## config.mk

```make
export PLATFORM = sky130hd
export DESIGN_NAME = nmea_sentence_checksum_detector
export DESIGN_NICKNAME = d
export VERILOG_FILES = /design/src/nscd_pkg.sv /design/src/nscd_in_stage.sv /design/src/nscd_core.sv /design/src/nmea_sentence_checksum_detector.sv
export SDC_FILE = /design/constraint.sdc
export NUM_CORES = 1
export LEC_CHECK = 0
export BUFFER_PORTS_ARGS = -buffer_cell sky130_fd_sc_hd__buf_4
export CELL_PAD_IN_SITES_DETAIL_PLACEMENT = 1
export CELL_PAD_IN_SITES_GLOBAL_PLACEMENT = 1
export CORE_MARGIN = 1.5
export CORE_UTILIZATION = 46
export CTS_CLUSTER_SIZE = 14
export DETAILED_ROUTE_END_ITERATION = 10
export HOLD_SLACK_MARGIN = 0.1
export PLACE_DENSITY_LB_ADDON = 0.1
export SYNTH_ARGS = -nofsm -noshare
export SYNTH_HDL_FRONTEND = slang
export SYNTH_SLANG_ARGS = --single-unit
```

## constraint.sdc

```tcl
create_clock -name clk_i -period 2.9 [get_ports clk_i]
set_clock_uncertainty 0.2 [all_clocks]
set_input_delay 0.58 -clock clk_i [delete_from_list [all_inputs] [get_ports clk_i]]
set_output_delay 0.58 -clock clk_i [all_outputs]
set_load 0.01 [all_outputs]
```

## src/nscd_pkg.sv

```systemverilog
// Package with the types, character codes and hex decode of the NMEA checksum detector.
package nscd_pkg;

  localparam int unsigned ByteW = 8;

  localparam logic [ByteW-1:0] ChDollar = 8'h24;
  localparam logic [ByteW-1:0] ChStar   = 8'h2A;
  localparam logic [ByteW-1:0] ChCr     = 8'h0D;
  localparam logic [ByteW-1:0] ChLf     = 8'h0A;

  typedef struct packed {
    logic             valid;
    logic [ByteW-1:0] rx_byte;
  } nscd_stage_t;

  typedef struct packed {
    logic       valid;
    logic [3:0] value;
  } nscd_hex_t;

  function automatic nscd_hex_t hex_decode(input logic [ByteW-1:0] b);
    nscd_hex_t    r;
    logic [ByteW-1:0] t;
    r = '0;
    t = '0;
    if (b inside {[8'h30:8'h39]}) begin
      t       = b - 8'h30;
      r.valid = 1'b1;
      r.value = t[3:0];
    end else if (b inside {[8'h41:8'h46]}) begin
      t       = b - 8'h37;
      r.valid = 1'b1;
      r.value = t[3:0];
    end else if (b inside {[8'h61:8'h66]}) begin
      t       = b - 8'h57;
      r.valid = 1'b1;
      r.value = t[3:0];
    end
    return r;
  endfunction

endpackage

```

## src/nscd_in_stage.sv

```systemverilog
// Input register stage that holds one received byte until the checksum core takes it.
module nscd_in_stage (
  input  logic                       clk_i,
  input  logic                       rst_ni,
  input  logic                       s_axis_tvalid,
  output logic                       s_axis_tready,
  input  logic [nscd_pkg::ByteW-1:0] s_axis_tdata,
  input  logic                       pop_i,
  output nscd_pkg::nscd_stage_t      stage_o
);
  import nscd_pkg::*;

  logic             valid_q, valid_d;
  logic [ByteW-1:0] byte_q;
  logic             take;

  assign s_axis_tready = !valid_q || pop_i;
  assign take          = s_axis_tvalid && s_axis_tready;

  always_comb begin
    valid_d = valid_q;
    if (take) begin
      valid_d = 1'b1;
    end else if (pop_i) begin
      valid_d = 1'b0;
    end
  end

  always_ff @(posedge clk_i or negedge rst_ni) begin
    if (!rst_ni) begin
      valid_q <= 1'b0;
    end else begin
      valid_q <= valid_d;
    end
  end

  always_ff @(posedge clk_i) begin
    if (take) begin
      byte_q <= s_axis_tdata;
    end
  end

  assign stage_o.valid   = valid_q;
  assign stage_o.rx_byte = byte_q;

endmodule

```

## src/nscd_core.sv

```systemverilog
// Sentence state, running parity, character history and checksum compare.
module nscd_core (
  input  logic                       clk_i,
  input  logic                       rst_ni,
  input  logic                       en_i,
  input  logic [nscd_pkg::ByteW-1:0] rx_byte_i,
  output logic                       sentence_ok_o
);
  import nscd_pkg::*;

  logic             in_q, in_d;
  logic [ByteW-1:0] par_q, par_d;
  logic [ByteW-1:0] hist_q [3];
  logic [ByteW-1:0] hist_d [3];
  logic             is_eol;
  nscd_hex_t        hi, lo;
  logic [ByteW-1:0] sum;

  assign is_eol = (rx_byte_i == ChCr) || (rx_byte_i == ChLf);
  assign hi     = hex_decode(hist_q[1]);
  assign lo     = hex_decode(hist_q[2]);
  assign sum    = par_q ^ hist_q[0] ^ hist_q[1] ^ hist_q[2];

  assign sentence_ok_o = in_q && is_eol && (hist_q[0] == ChStar) && hi.valid && lo.valid
                         && (sum == {hi.value, lo.value});

  always_comb begin
    in_d   = in_q;
    par_d  = par_q;
    hist_d = hist_q;
    if (in_q) begin
      if (is_eol) begin
        in_d = 1'b0;
      end else begin
        par_d     = par_q ^ rx_byte_i;
        hist_d[0] = hist_q[1];
        hist_d[1] = hist_q[2];
        hist_d[2] = rx_byte_i;
      end
    end else if (rx_byte_i == ChDollar) begin
      in_d  = 1'b1;
      par_d = '0;
    end
  end

  always_ff @(posedge clk_i or negedge rst_ni) begin
    if (!rst_ni) begin
      in_q   <= 1'b0;
      par_q  <= '0;
      hist_q <= '{default: '0};
    end else if (en_i) begin
      in_q   <= in_d;
      par_q  <= par_d;
      hist_q <= hist_d;
    end
  end

endmodule

```

## src/nmea_sentence_checksum_detector.sv

```systemverilog
// Each byte passes the input register, then the result register holds its result for the sink.
// Throughput: one byte per cycle while the sink takes results; the sentence state updates once per byte.
// An input register and a result register part the two sides, so input is taken
// while a finished result waits for the sink.
// Reset (rst_ni low, asynchronous) leaves the block outside any sentence with
// zero parity, an all-zero history and both stages empty.
module nmea_sentence_checksum_detector (
  input  logic       clk_i,
  input  logic       rst_ni,
  input  logic       s_axis_tvalid,
  output logic       s_axis_tready,
  input  logic [7:0] s_axis_tdata,   // [7:0] rx_byte
  output logic       m_axis_tvalid,
  input  logic       m_axis_tready,
  output logic [7:0] m_axis_tdata    // [0] sentence_ok, [7:1] zero
);
  import nscd_pkg::*;

  nscd_stage_t stage;
  logic        pop;
  logic        ok;
  logic        out_valid_q, out_valid_d;
  logic        ok_q;

  assign pop = stage.valid && (!out_valid_q || m_axis_tready);

  nscd_in_stage u_in_stage (
    .clk_i         (clk_i),
    .rst_ni        (rst_ni),
    .s_axis_tvalid (s_axis_tvalid),
    .s_axis_tready (s_axis_tready),
    .s_axis_tdata  (s_axis_tdata),
    .pop_i         (pop),
    .stage_o       (stage)
  );

  nscd_core u_core (
    .clk_i         (clk_i),
    .rst_ni        (rst_ni),
    .en_i          (pop),
    .rx_byte_i     (stage.rx_byte),
    .sentence_ok_o (ok)
  );

  always_comb begin
    out_valid_d = out_valid_q;
    if (pop) begin
      out_valid_d = 1'b1;
    end else if (m_axis_tready) begin
      out_valid_d = 1'b0;
    end
  end

  always_ff @(posedge clk_i or negedge rst_ni) begin
    if (!rst_ni) begin
      out_valid_q <= 1'b0;
    end else begin
      out_valid_q <= out_valid_d;
    end
  end

  always_ff @(posedge clk_i) begin
    if (pop) begin
      ok_q <= ok;
    end
  end

  assign m_axis_tvalid = out_valid_q;
  assign m_axis_tdata  = {7'b0, ok_q};

endmodule

```

==> results.cfg, run 1 <==
[placement]
placed_area_sq_um = 2620
port_buffers = 14
pre_cts_slack_ns = 0.433
gp_congestion = 0.836
dp_hpwl_mm = 4.20

[clock_tree]
cts_tree = done
root_buffer = clkbuf_8
htree_levels = 2
clock_path_buffers = 2
cts.sinks = 44
numCtsBuffers = 5
clk_latency_ns = 0.30
clkSlewWorstSetupHoldPaths_ns = 0.08

[critical_path]
cp_max_fo = 6
rr_endpoint = ok_q
crit_arrival_ns = 2.46
slowest_delay_ns = 0.45
path_buf_inv = 1
startpoint = u_core.hist_q[1]
worstPathRequired_ns = 2.83
crit_type = flip-flop to flip-flop
critical_path.cell_chain = inv_1 -> ha_1 -> o21bai_1 -> a21oi_1 -> a211o_1 -> nor4_2 -> o2111ai_1 -> nor4b_2
crit_path_end_kind = flip-flop
crit_family = compound AO/OA/AOI/OAI gates
cp-start-kind = flip-flop
r2r_setup_slack_ns = 0.37
ff2ff_path_depth = 8
reg2reg_from = u_core.hist_q[1]
cpMaxStageDelayCell = dfrtp_1

[die]
num_io_pins = 22
initial_core_util = 0.482
row_count = 26
die_y_um = 76.4
core_sq_um = 5140
dieArea_sq_um = 5840
dieWidth_um = 76.4

[run_status]
status = finished clean

[timing]
tns_ns = 0
period_minus_slack_ns = 2.53
holdWs_ns = 0.256
fmax_mhz = 395
worstMarginPinSlew_ns = 0.561
finalSetupViolCount = 0
setup_ws_ns = 0.370
grt_setup_unrepaired = no
finalCritPeriodShare = 0.872
slew_violations = 0
slew-limit-headroom = 0.623
hold_viol = 0

[min_path]
hold_depth = 1
min_path_type = input pin to flip-flop
worstHoldStart = s_axis_tdata[2]
hold-path-endpoint = u_in_stage.byte_q[2]

[synthesis]
yosysSeqAreaShare = 0.462
synth_largest_area_cell = dfrtp_1
synth.most_common_cell = nand2_1
synth-edff-count = 9
ys_warn_count = 0
syn_area_sq_um = 2480
synth_top_area_frac = 0.353
synthCells = 253
synthTopCellsByArea = dfrtp_1, edfxtp_1, nand2_1
yosys-top-cells-count = nand2_1, dfrtp_1, xnor2_1
yosys_most_used_dff = dfrtp_1
ys_seq_elements = 44
synth_cell_types = 51
synthArstFlopShare = 0.795
syn_avg_cell_area_sq_um = 9.80

[finish]
design_area_sq_um = 2740
num_antenna_cells = 0
nFillCells = 623
drive_above_1_share = 0.122
finish.net_count = 290
area_growth_pct = 10.4

[global_route]
grt_overflow_total = 0
grt_pass1_vias = 1906
grt_pass1_wl_mm = 9.56
antenna_found_initial = 0
grt_max_degree = 36
grtUsageTotal = 0.210

[drt]
ant_nets = 0
drt_iter0_drc = 74
vias = 1779
totalWireLength_mm = 5.54
first_pass_iters = 4
vias_per_cell = 5.22
wl_per_cell_um = 16.2
drc = 0

[power]
power_density_nw_per_um2 = 968
ir_drop_v = 0.000390
leakage_nw = 1.24

[run]
max_cap_violations = 0
## registers in the layout (all words and copies together), names as in the netlist
signal,count
u_in_stage.byte_q,8
u_core.par_q,8
m_axis_tvalid,1
u_core.hist_q,24
u_core.in_q,1
u_in_stage.valid_q,1
ok_q,1
## final cells by class
type | count | area [sq um] | share of cell area
clock buffers | 6 | 72.6 | 0.0265
clock inverters | 2 | 35.0 | 0.0128
inverters | 9 | 33.8 | 0.0123
multi-input cells | 191 | 1220 | 0.445
flip-flops and latches | 44 | 1150 | 0.418
well taps | 70 | 87.6 | 0.0320
repair buffers | 19 | 145 | 0.0530
## kinds of logic (layout without fill, tap and decap cells)
logic type | count (synthesis) | after routing | synth area share
AO/OA/AOI/OAI | 38 | 38 | 0.104
XOR/XNOR | 33 | 33 | 0.122
adder cells (fa/ha/maj) | 8 | 8 | 0.0404
buffers and inverters | 24 | 36 | 0.0555
flip-flops | 44 | 44 | 0.462
multiplexers | 2 | 2 | 0.00807
other | 1 | 7 | 0.00151
AND/OR/NAND/NOR | 103 | 103 | 0.206
## routing by layer
layer | vias up | global-route usage | share of wire
li1 | 874 | - | -
met3 | 6 | 0.0383 | 0.022
met1 | 875 | 0.275 | 0.47
met2 | 24 | 0.355 | 0.50
met4 | 0 | 0.0593 | 0.0094
met5 | - | 0 | 0
## repair_timing
action,4_1_cts,5_1_grt
setup buffers,0,0
hold endpoints to repair,35,0
gates resized for setup,0,0
hold buffers,1,0
## worst max path at each step
stage / to / slack [ns] / depth (start not counted)
after global routing: ok_q / 0.24 / 8
after floorplan: ok_q / 0.65 / 8
after detailed placement: ok_q / 0.43 / 8
after global placement: ok_q / 0.51 / 8
after CTS: ok_q / 0.40 / 8
final: ok_q / 0.37 / 8
## cells in the final DEF (no fill, tap or decap), types with 4 or more instances in the layout
| cell | instances |
|---|---|
| nand2_1 | 62 |
| dfrtp_1 | 35 |
| xnor2_1 | 20 |
| buf_4 | 18 |
| xor2_1 | 12 |
| nor2_1 | 11 |
| o21ai_0 | 11 |
| inv_1 | 9 |
| edfxtp_1 | 9 |
| ha_1 | 8 |
| conb_1 | 7 |
| a21oi_1 | 6 |
| clkbuf_8 | 5 |
| nand2b_1 | 4 |
| o211ai_1 | 4 |
## power breakdown
group | total [mW] | switching [mW] | internal [mW]
clock network | 0.467 | 0.211 | 0.256
registers | 1.03 | 0.225 | 0.800
logic | 1.16 | 0.624 | 0.535
## metrics by stage
stage          std cells  power (mW)  utilization
2_1_floorplan        259        1.91            -
3_3_place_gp         332        2.16        0.510
3_5_place_dp         332        2.19        0.510
4_1_cts              341        2.68        0.533
5_1_grt              341        2.86        0.533
6_report             341        2.65        0.533
No activity file was read; power rests on OpenSTA's default activity.
==> inputs of run 2 (changes only) <==
Settings changed: ABC_AREA set to 1, CORE_UTILIZATION 46 to 40, GPL_ROUTABILITY_DRIVEN set to 0.
Clock period 2.9 ns to 2.2 ns, I/O delays scaled along.
==> run 2 against run 1 <==
Net effect: sequential share of layout area down 2.9 points; flip-flop and latch count stayed put; clock-buffer cell count stayed put; final cell count up 29%; sequential power increased by 45%; register-to-register slack worse by 0.20 ns; non-clock buffer count rose by 10; fmax grew 25%; via count increased by 23%; first-iteration DRC count grew 5.4%; global-route usage decreased by 0.78 points; largest power group unchanged; highest routed layer unchanged.
==> results.cfg, run 2 <==
[critical_path]
path_buf_inv = 1
cp-start-kind = flip-flop
cp_max_fo = 8
cpMaxStageDelayCell = dfrtp_2
crit_family = simple AND/OR/NAND/NOR gates
crit_path_end_kind = flip-flop
slowest_delay_ns = 0.45
cpMostUsedCell = nand2_1
crit_type = flip-flop to flip-flop
crit_arrival_ns = 2.00
worstPathRequired_ns = 2.17
critical_path.cell_chain = inv_2 -> ha_1 -> nand2_1 -> nand3_1 -> nand2_2 -> nand2_1 -> nand2_1 -> nand2_1 -> nand2_1 -> nor2_1 -> nand2_1 -> nor2_2

[synthesis]
synth_top_area_frac = 0.338
synth_largest_area_cell = dfrtp_1
syn_avg_cell_area_sq_um = 7.77
ys_seq_elements = 44
synth_top_family_by_area = simple AND/OR/NAND/NOR gates
yosysSeqAreaShare = 0.442
synth_compound_area_frac = 0.0801
synthArstFlopShare = 0.795
synth-edff-count = 9
synthMuxAreaShare = 0
synthAdderAreaFrac = 0.0386
synth.most_common_cell = nand2_1
synth_cell_types = 29
ys_warn_count = 0
yosys-top-cells-count = nand2_1, inv_1, dfrtp_1
synth-simple-area-share = 0.274
yosys_most_used_dff = dfrtp_1
synth_xor_area_frac = 0.0642
syn_area_sq_um = 2590
synthCells = 334
synthTopCellsByArea = dfrtp_1, nand2_1, edfxtp_1

[die]
die_y_um = 83.5
initial_core_util = 0.411
dieWidth_um = 83.5
num_io_pins = 22
dieArea_sq_um = 6980
row_count = 29
core_sq_um = 6310

[finish]
multi_input_area_sq_um = 1220
largest_reg_flops = 24
final_cell_mix = nand2_1, inv_1, dfrtp_1, o21ai_0, nand3_1
nFillCells = 792
num_antenna_cells = 0
finish.net_count = 381
final_core_util = 0.467
layout_commonest_cell = nand2_1
area_growth_pct = 13.7
largest_registers = u_core.hist_q (24), u_core.par_q (8), u_in_stage.byte_q (8)
register_area_sq_um = 1150
drive_above_1_share = 0.127
largest-register = u_core.hist_q

[clock_tree]
clkSlewWorstSetupHoldPaths_ns = 0.09
root_buffer = clkbuf_8
clk_latency_ns = 0.30
cts.sinks = 44
htree_levels = 2
numCtsBuffers = 5
cts_tree = done
clock_path_buffers = 2

[drt]
drt_iter0_drc = 78
ant_nets = 0
totalWireLength_mm = 6.50
drc = 0
wl_per_cell_um = 14.8
vias_per_cell = 4.99
first_pass_iters = 4
vias = 2189

[power]
power_density_nw_per_um2 = 1370
leakage_nw = 1.46
ir_drop_v = 0.000625

[run]
max_cap_violations = 0

[run_status]
status = finished clean

[global_route]
grt_max_degree = 36
grt_overflow_total = 0
grtUsageTotal = 0.202
grt_pass1_wl_mm = 11.0
grt_pass1_vias = 2285
antenna_found_initial = 0

[timing]
holdWs_ns = 0.159
fmax_mhz = 492
hold_viol = 0
slew_violations = 0
finalCritPeriodShare = 0.923
finalSetupViolCount = 0
period_minus_slack_ns = 2.03

[placement]
port_buffers = 14
dp_hpwl_mm = 4.90

[min_path]
min_path_type = input pin to flip-flop
==> run 2: cell families after synthesis <==
kind of cell / count (synthesis)
flip-flops: 44
adder cells (fa/ha/maj): 8
AO/OA/AOI/OAI: 41
buffers and inverters: 56
XOR/XNOR: 19
AND/OR/NAND/NOR: 165
other: 1
==> run 2: metrics by stage <==
stage	setup TNS (ns)	total power, mW	cell area (sq um)	instances	worst slack (ns)
after floorplan	0	2.91	2620	340	0.338
after detailed placement	-0.0209	3.49	2740	420	-0.0209
final	0	4.05	2950	439	0.169
after CTS	0	4.04	2910	436	0.0316
after global placement	0	3.42	2740	420	0.00493
after global routing	-0.0128	4.47	2950	439	-0.0128
==> run 2: power by group <==
part / switching (mW) / total [mW] / internal, mW
combinational: 1.24 / 2.04 / 0.803
sequential: 0.375 / 1.49 / 1.12
clock: 0.295 / 0.521 / 0.226
total: 1.91 / 4.05 / 2.15
==> run 2: what timing repair did <==
item,in CTS,in global routing
hold buffers,8,1
endpoints found under the hold margin,42,1
pin swaps,0,3
endpoints found under the setup margin,1,1
buffers inserted,0,2
resized for setup,1,7
==> run 2: per-layer routing <==
layer	up-vias	global-route usage	part of all wire
li1	1093	-	-
met1	1054	0.255	0.45
met2	36	0.364	0.51
met3	6	0.0267	0.026
met4	0	0.0537	0.012
met5	-	0	0
==> run 2: path summary, 6_finish.rpt <==
check | start | endpoint | slack (ns) | cells past startpoint
max | u_core.hist_q[1] | ok_q | 0.17 | 12
min | s_axis_tvalid | u_in_stage.valid_q | 0.16 | 3
max reg2reg | u_core.hist_q[1] | ok_q | 0.17 | 12
min reg2reg | u_in_stage.byte_q[5] | u_core.hist_q[5] | 0.33 | 2
max in group asynchronous | rst_ni | u_core.hist_q[8] | 1.03 | 2
min in group asynchronous | rst_ni | u_core.par_q[7] | 0.42 | 2
==> run 2: area by class of cell <==
cell class	instances	area share
clock buffers	6	0.0246
clock inverters	2	0.00551
inverters	41	0.0522
multi-input cells	240	0.414
flip-flops and latches	44	0.389
well taps	77	0.0327
repair buffers	29	0.0814
==> run 2: worst min-delay path, stage by stage <==
cell and delay [ns]:
buf_4 0.08, nand2_1 0.06, nand2_1 0.05
